$ cat config.mk
export PLATFORM = sky130hd
export DESIGN_NAME = windowed_colour_math_compositor
export DESIGN_NICKNAME = d
export VERILOG_FILES = /design/src/hw/rtl/wcmc_pkg.sv /design/src/hw/rtl/wcmc_chan.sv /design/src/hw/rtl/wcmc_core.sv /design/src/hw/rtl/windowed_colour_math_compositor.sv
export SDC_FILE = /design/constraint.sdc
export NUM_CORES = 1
export LEC_CHECK = 0
export ABC_AREA = 1
export BUFFER_PORTS_ARGS = -buffer_cell sky130_fd_sc_hd__buf_2
export CORE_UTILIZATION = 45
export CTS_CLUSTER_DIAMETER = 40
export CTS_CLUSTER_SIZE = 8
export DETAILED_ROUTE_END_ITERATION = 10
export GPL_TIMING_DRIVEN = 0
export HOLD_SLACK_MARGIN = 0.02
export PLACE_DENSITY = 0.75
export SLEW_MARGIN = 20
export SYNTH_ARGS = -nofsm -noshare
export SYNTH_HDL_FRONTEND = slang
export SYNTH_SLANG_ARGS = --single-unit
$ cat constraint.sdc
create_clock -name clk -period 2.8 [get_ports clk]
set_input_delay 0.14 -clock clk [delete_from_list [all_inputs] [get_ports clk]]
set_output_delay 0.14 -clock clk [all_outputs]
set_load 0.05 [all_outputs]
$ cat src/hw/rtl/wcmc_pkg.sv
// types and constants shared by the colour math compositor
`timescale 1ns / 1ps
package wcmc_pkg;

  localparam int XW = 10;
  localparam int CW = 16;
  localparam int RW = 5;
  localparam int GW = 6;
  localparam int BW = 5;
  localparam int IDXW = 2;
  localparam int DATW = 2;

  typedef enum logic [1:0] {
    MIX_ADD      = 2'd0,
    MIX_ADD_HALF = 2'd1,
    MIX_SUB      = 2'd2,
    MIX_SUB_HALF = 2'd3
  } cm_op_t;

  typedef enum logic [IDXW-1:0] {
    CFG_MATH_OP   = 2'd0,
    CFG_FIXED_SRC = 2'd1
  } cfg_idx_t;

  typedef struct packed {
    logic [XW-1:0] pixel_x;
    logic [XW-1:0] window_left;
    logic [XW-1:0] window_right;
    logic [CW-1:0] main_colour;
    logic [CW-1:0] layer_colour;
    logic [CW-1:0] line_fixed_colour;
  } pixel_t;

  typedef struct packed {
    logic [CW-1:0] out_colour;
    logic          inside_window;
  } result_t;

endpackage

$ cat src/hw/rtl/wcmc_chan.sv
// one colour channel: saturating add, halved add, clamped subtract, subtract half
`timescale 1ns / 1ps
module wcmc_chan #(
  parameter int W = 5
) (
  input  wcmc_pkg::cm_op_t op,
  input  logic [W-1:0]     a,
  input  logic [W-1:0]     b,
  output logic [W-1:0]     y
);
  import wcmc_pkg::*;

  logic [W:0]   sum;
  logic [W-1:0] b_half;

  assign sum    = {1'b0, a} + {1'b0, b};
  assign b_half = {1'b0, b[W-1:1]};

  always_comb begin
    case (op)
      MIX_ADD:      y = sum[W] ? {W{1'b1}} : sum[W-1:0];
      MIX_ADD_HALF: y = sum[W:1];
      MIX_SUB:      y = (a > b) ? (a - b) : '0;
      MIX_SUB_HALF: y = (a > b_half) ? (a - b_half) : '0;
      default:      y = a;
    endcase
  end

endmodule

$ cat src/hw/rtl/wcmc_core.sv
// window test, subscreen source select and per-channel colour math
`timescale 1ns / 1ps
module wcmc_core (
  input  wcmc_pkg::pixel_t  pix,
  input  wcmc_pkg::cm_op_t  op,
  input  logic              fixed_src,
  output wcmc_pkg::result_t res
);
  import wcmc_pkg::*;

  logic          in_window;
  logic [CW-1:0] sub_c;
  logic [CW-1:0] mixed;

  assign in_window = (pix.window_right > pix.window_left) &&
                     (pix.pixel_x >= pix.window_left) &&
                     (pix.pixel_x < pix.window_right);
  assign sub_c  = fixed_src ? pix.line_fixed_colour : pix.layer_colour;

  wcmc_chan #(.W(RW)) u_red (
    .op(op),
    .a (pix.main_colour[CW-1 -: RW]),
    .b (sub_c[CW-1 -: RW]),
    .y (mixed[CW-1 -: RW])
  );

  wcmc_chan #(.W(GW)) u_green (
    .op(op),
    .a (pix.main_colour[BW +: GW]),
    .b (sub_c[BW +: GW]),
    .y (mixed[BW +: GW])
  );

  wcmc_chan #(.W(BW)) u_blue (
    .op(op),
    .a (pix.main_colour[BW-1:0]),
    .b (sub_c[BW-1:0]),
    .y (mixed[BW-1:0])
  );

  assign res.out_colour    = in_window ? mixed : pix.main_colour;
  assign res.inside_window = in_window;

endmodule

$ cat src/hw/rtl/windowed_colour_math_compositor.sv
// the accepting edge loads the input reg; the result reg loads from it once it is empty or not stalled
// throughput: one pixel per cycle, limited only by the result side stalling
// while a finished result waits the input register takes one more request, then stalls
// reset: synchronous, clears both stage valids, math_op to add-half, fixed select off
// config writes always ready, index 0 math_op, index 1 fixed colour select
`timescale 1ns / 1ps
module windowed_colour_math_compositor (
  input  logic                        clk,
  input  logic                        rst,
  input  logic                        cfg_valid,
  output logic                        cfg_ready,
  input  logic [wcmc_pkg::IDXW-1:0]   cfg_index,
  input  logic [wcmc_pkg::DATW-1:0]   cfg_data,
  input  logic                        pixel_valid,
  output logic                        pixel_stall,
  input  logic [wcmc_pkg::XW-1:0]     pixel_x,
  input  logic [wcmc_pkg::XW-1:0]     window_left,
  input  logic [wcmc_pkg::XW-1:0]     window_right,
  input  logic [wcmc_pkg::CW-1:0]     main_colour,
  input  logic [wcmc_pkg::CW-1:0]     layer_colour,
  input  logic [wcmc_pkg::CW-1:0]     line_fixed_colour,
  output logic                        result_valid,
  input  logic                        result_stall,
  output logic [wcmc_pkg::CW-1:0]     out_colour,
  output logic                        inside_window
);
  import wcmc_pkg::*;

  cm_op_t  math_op;
  logic    fixed_src;
  logic    s1_valid;
  pixel_t  s1_pix;
  logic    s2_valid;
  result_t s2_res;
  result_t core_res;
  logic    s2_load;
  logic    s1_load;

  assign cfg_ready = 1'b1;

  always_ff @(posedge clk) begin
    if (rst) begin
      math_op   <= MIX_ADD_HALF;
      fixed_src <= 1'b0;
    end else if (cfg_valid && cfg_ready) begin
      case (cfg_idx_t'(cfg_index))
        CFG_MATH_OP:   math_op   <= cm_op_t'(cfg_data);
        CFG_FIXED_SRC: fixed_src <= cfg_data[0];
        default: ;
      endcase
    end
  end

  assign s2_load     = s1_valid && (!s2_valid || !result_stall);
  assign s1_load     = pixel_valid && !pixel_stall;
  assign pixel_stall = s1_valid && !s2_load;

  always_ff @(posedge clk) begin
    if (rst) begin
      s1_valid <= 1'b0;
    end else if (s1_load) begin
      s1_valid <= 1'b1;
    end else if (s2_load) begin
      s1_valid <= 1'b0;
    end
  end

  always_ff @(posedge clk) begin
    if (s1_load) begin
      s1_pix.pixel_x           <= pixel_x;
      s1_pix.window_left       <= window_left;
      s1_pix.window_right      <= window_right;
      s1_pix.main_colour       <= main_colour;
      s1_pix.layer_colour      <= layer_colour;
      s1_pix.line_fixed_colour <= line_fixed_colour;
    end
  end

  wcmc_core u_core (
    .pix      (s1_pix),
    .op       (math_op),
    .fixed_src(fixed_src),
    .res      (core_res)
  );

  always_ff @(posedge clk) begin
    if (rst) begin
      s2_valid <= 1'b0;
    end else if (s2_load) begin
      s2_valid <= 1'b1;
    end else if (!result_stall) begin
      s2_valid <= 1'b0;
    end
  end

  always_ff @(posedge clk) begin
    if (s2_load) begin
      s2_res <= core_res;
    end
  end

  assign result_valid  = s2_valid;
  assign out_colour    = s2_res.out_colour;
  assign inside_window = s2_res.inside_window;

  a_accept_fills_s1 : assert property (@(posedge clk) disable iff (rst)
    s1_load |=> s1_valid)
    else $error("accepted request did not reach the input register");

  a_s1_holds : assert property (@(posedge clk) disable iff (rst)
    (s1_valid && !s2_load) |=> (s1_valid && $stable(s1_pix)))
    else $error("input register lost a waiting request");

  a_load_gives_result : assert property (@(posedge clk) disable iff (rst)
    s2_load |=> result_valid)
    else $error("result register not filled after load");

  a_outside_passes_main : assert property (@(posedge clk) disable iff (rst)
    (s2_load && !core_res.inside_window) |=>
      (out_colour == $past(s1_pix.main_colour)))
    else $error("pixel outside the window was not passed through");

endmodule

Word level (Yosys, flattened, before mapping)
Index checks and enable logic that the tools add are counted.
- logic and storage cells: 68
- flip-flop bits (word level): 100
- input bits: 87
- output and inout bits: 20
- equality and inequality tests: 5
- mux-type cells: 18
- order comparisons: 9
- add/subtract/negate cells: 9
- reduce and logical (&&, ||, !) cells: 15
- operator list (kind ; number):
    one-hot mux 5 bit (4 select lines) ; 2
    two-way mux 16 bit ; 2
    two-way mux 5 bit ; 6
    one-hot mux 6 bit (4 select lines) ; 1
    two-way mux 6 bit ; 3
    adder 5 x 5 -> 6 bit ; 2
    >= comparator 10 bit ; 1
    > comparator 10 bit ; 1
    > comparator 5 x 4 -> 1 bit ; 2
    > comparator 5 bit ; 2
    less-than comparator 10 bit ; 1
    subtractor 5 x 4 -> 5 bit ; 2
    subtractor 5 bit ; 2
    adder 6 x 6 -> 7 bit ; 1
    > comparator 6 x 5 -> 1 bit ; 1
    > comparator 6 bit ; 1
    subtractor 6 x 5 -> 6 bit ; 1
    subtractor 6 bit ; 1
    logical AND 1 bit ; 5
    equality test 2 x 1 -> 1 bit, second input constant ; 2
    equality test 2 bit, second input constant ; 2
    zero test 1 bit ; 4
    zero test 2 bit ; 2
    two-way mux 1 bit ; 4
    other kinds (4) ; 5

Logic depth before layout (Yosys ltp)
- word-level depth: 8
- mapped depth: 17
- depth with buffers taken out: 16

Hierarchy
Synthesis repeated with hierarchy kept, for this count alone.
- cells, all modules: 807
- area, all modules: 7158.1 um^2
- modules (own cells, without submodules) (module ; cells an instance ; area an instance (um^2) ; times used ; sequential area each (um^2)):
    windowed_colour_math_compositor ; 131 ; 3089.2 ; 1 ; 2952.8
    wcmc_chan at u_core.u_blue ... ; 149 ; 869.6 ; 2 ; 0.0
    wcmc_core ; 192 ; 1244.9 ; 1 ; 0.0
    wcmc_chan at u_core.u_green ; 186 ; 1084.8 ; 1 ; 0.0

Worst setup path after synthesis
OpenSTA, ideal clock, no wires.
- path type: reg2reg
- start point: reg s2_valid, in the netlist result_valid
- end point: reg s1_pix[0] (netlist bit), enable pin
- cell stages (with the launch flop): 6
- clock period less this slack: 3143 ps
- library setup time: 602 ps
- buffers on the path: 0
- data arrival time: 2541 ps
- slack: -343 ps
- data required time: 2198 ps
- cells stage by stage: dfxtp_1 > nand2_1 > nor2_1 > inv_1 > nand2_1 > inv_1
- cells in the longest elaborated chain, start to end: 7
- RTL lines (what ; line ; text):
    from (decl) ; windowed_colour_math_compositor.sv:33 ; logic s2_valid;
    from (signal assigned) ; windowed_colour_math_compositor.sv:88 ; s2_valid <= 1'b0;
    from (signal assigned) ; windowed_colour_math_compositor.sv:90 ; s2_valid <= 1'b1;
    from (signal assigned) ; windowed_colour_math_compositor.sv:92 ; s2_valid <= 1'b0;
    zero test 1 bit ; windowed_colour_math_compositor.sv:54 ; assign s2_load = s1_valid && (!s2_valid || !result_stall);
    logical OR 1 bit ; windowed_colour_math_compositor.sv:54 ;
    logical AND 1 bit ; windowed_colour_math_compositor.sv:54 ;
    zero test 1 bit ; windowed_colour_math_compositor.sv:56 ; assign pixel_stall = s1_valid && !s2_load;
    logical AND 1 bit ; windowed_colour_math_compositor.sv:56 ;
    net pixel_stall ; windowed_colour_math_compositor.sv:15 ; output logic pixel_stall,
    zero test 1 bit ; windowed_colour_math_compositor.sv:55 ; assign s1_load = pixel_valid && !pixel_stall;
    logical AND 1 bit ; windowed_colour_math_compositor.sv:55 ;
    net s1_load ; windowed_colour_math_compositor.sv:37 ; logic s1_load;
    to (decl) ; windowed_colour_math_compositor.sv:32 ; pixel_t s1_pix;
The timed path passes the listed nets, and every way through them passes these cells.
A chain may end at the register's enable or synchronous reset.

==> metrics <==
Slew headroom 0.591; slack of the critical path 0.235 ns; final count of pins violating max slew 0; antenna violations before repair 1; Avg Cell Area, Syn 8.56 um^2; combinational power share 0.281; H-tree Lvls 3; Cell Rows 45; Core Util, Final 0.591; 1st-pass router iterations 5; share of post-route cells with drive strength above 1 0.162; start point of the worst min-delay path cfg_index[1]; Ys Warns 0; Synthesized Nets 989; hold depth 3; crit start category flip-flop; final hold vios 0; Clock Pin Slew Worst Setup and Hold Paths 0.07 ns; area grow syn2layout 28.3%; clock skew 0.00720 ns; Worst-Skew Late Latency 0.37 ns; WL/cell 14.4 um; post-DR vias/cell 5.02; Buffers on Ports 105; share of the synthesized area in the top cell type 0.409; clock sink count 100; Starting DRT DRC Count 362; Max Fclk 390 MHz; Worst VDD drop 0.390 mV; Final period util 0.916; die width 126 um; gpl congestion 0.934; outcome finished, final reports clean; die area 0.0160 mm^2; Die Y 126 um; CTS tree built; fin area 0.00894 mm^2; largest net degree at the start of global routing 34; crit path max fanout 10; Clock Tree Root clkbuf_16; Netlist cell types 37; post-DP HPWL 12300 um; switching fraction of total power 0.316; layout net count 1189; GR Overflow Total 0; Power, Total 4.26 mW; RR Endpoint out_colour[13]$_DFFE_PP_; vias in the first global route 6087; Total GRT Usage 0.228; Worst Hold End fixed_src$_SDFFE_PP0P_; Hold Path Class in2reg; Ports 107; post-route minimum period 2.57 ns; top post-synthesis cells by area edfxtp_1 (41%), ha_1 (14%), nand2_1 (12%); critical setup path kind reg2reg; routed wire length 17400 um; Worst EP arrival 2.68 ns; r2r startpoint fixed_src$_SDFFE_PP0P_; Worst-Margin Slew 0.609 ns; placed cell areas 0.00780 mm^2; pwr dens 477 mW/mm^2; Pint 2.92 mW; leading area contributor after synthesis edfxtp_1; clock power share 0.297; CTS Buffer Depth 2; WP data required 2.92 ns; Seq pwr share 0.422; R2R depth 13; setup_tns 0 ns; reg2reg setup slack 0.23 ns; first-pass GRT wire length 28200 um; Crit. Startpoint fixed_src$_SDFFE_PP0P_; TritonCTS Buffers 9; CP Capture Type flip-flop; Starting Density 0.460; Synth Cell Area 0.00697 mm^2; final setup vio count 0; Routed Antenna Nets 0; vias post-DR 6063; Syn Inst Count 814; Max Cap Viol 0; unrepaired setup endpoints after global routing no; # Post-CTS Setup Buffers 0; register area share after synthesis 0.424; worst slack, placed -0.534 ns; DR DRC count 0; Core Area 0.0151 mm^2; P_sw 1.35 mW; Leak 4.32 nW; Yosys reg bits 100
## sequential cells by signal, summed over array words and instances, names as in the netlist
register and count:
result_valid 1, s1_pix 78, s1_valid 1, out_colour 16
fixed_src 1, math_op 2, inside_window 1
## routing by layer
metal	routed length [um]	vias up	track usage
met3	927	42	0.0468
met2	8810	188	0.414
li1	-	3086	-
met4	549	0	0.114
met5	0	-	0
met1	7100	2747	0.253
## placed cells by master (no fill, tap or decap), types with 4 or more instances in the layout
cell and n:
xor2_1 5, nand3_1 58, o211ai_1 4, nand2_1 227, inv_1 129, buf_2 109, a21oi_1 33, clkbuf_1 4
nor2_2 4, nand3_2 4, xnor2_1 4, clkbuf_16 9, nor3_1 4, o21ai_1 5, dfxtp_1 4, o21ai_0 22
nand4_1 29, dlygate4sd3_1 81, ha_1 78, edfxtp_1 95, nor2_1 54, fa_1 8
## worst max-delay path: stages, from the launching register on
cell     delay, ns
dfxtp_1       0.40
buf_4         0.24
o21ai_1       0.19
ha_1          0.32
buf_2         0.20
inv_1         0.08
nand2_1       0.06
nand2_1       0.06
nand2_1       0.06
nand3_1       0.15
o21ai_0       0.26
nand4_1       0.14
nand2_1       0.09
nand2_1       0.06
## metrics by stage
step,instances,hold slack (ns)
6_report,1208,0.0580
5_1_grt,1208,0.0605
2_1_floorplan,814,0.202
3_3_place_gp,1107,0.317
4_1_cts,1207,0.0523
3_5_place_dp,1110,0.318
## synthesized netlist by cell type, drive strengths merged
master and number:
o21bai 1, nor3 6, xor2 5, buf 7
clkbuf 5, o21ai 29, fa 9, conb 1
nand2 227, ha 79, edfxtp 95, nand3 63
xnor2 4, a21o 1, nand3b 2, nor2 60
o211ai 4, dfxtp 5, nand4 33, inv 133
mux2 3, or2 3, a21oi 36, o21a 3
## layout make-up
cell class / count / area [um^2]
diodes: 1 / 2.50
plain buffers: 12 / 87.6
clock buffers: 11 / 233
clock inverters: 5 / 58.8
fillers: 1293 / 6200
inverters: 133 / 503
multi-input cells: 569 / 3480
flip-flops and latches: 100 / 2950
well taps: 188 / 235
repair buffers: 189 / 1390
## power groups by stage
stage | combinational (mW) | sequential (mW) | clock, mW
detailed placement | 1.08 | 1.83 | 0
floorplan | 0.745 | 1.87 | 0
CTS | 1.17 | 1.80 | 1.28
finish | 1.20 | 1.80 | 1.27
global route | 1.35 | 1.81 | 1.34
global placement | 1.04 | 1.83 | 0
## worst max path at each step
stage                               end  slack, ns  depth (start not counted)
3_3_place_gp   out_colour[10]$_DFFE_PP_      -0.48                         14
2_1_floorplan       s1_pix[0]$_DFFE_PP_       0.12                          5
4_1_cts         out_colour[8]$_DFFE_PP_      0.009                         13
6_report       out_colour[13]$_DFFE_PP_       0.23                         13
3_5_place_dp   out_colour[10]$_DFFE_PP_      -0.53                         14
5_1_grt         out_colour[8]$_DFFE_PP_      0.004                         15
## cell families after synthesis
logic type,Yosys count,share of synthesized area
multiplexers,3,0.00485
buffers and inverters,145,0.0815
other,1,0.000538
XOR/XNOR,9,0.0113
flip-flops,100,0.424
AND/OR/NAND/NOR,394,0.253
AO/OA/AOI/OAI,74,0.0574
adder cells (fa/ha/maj),88,0.168
## what timing repair did
action,4_1_cts,5_1_grt
resized for setup,7,18
pin swaps,0,1
endpoints found under the setup margin,16,12
hold buffers,81,0
hold endpoints to repair,82,0
Power figures use the tool's default switching activity.
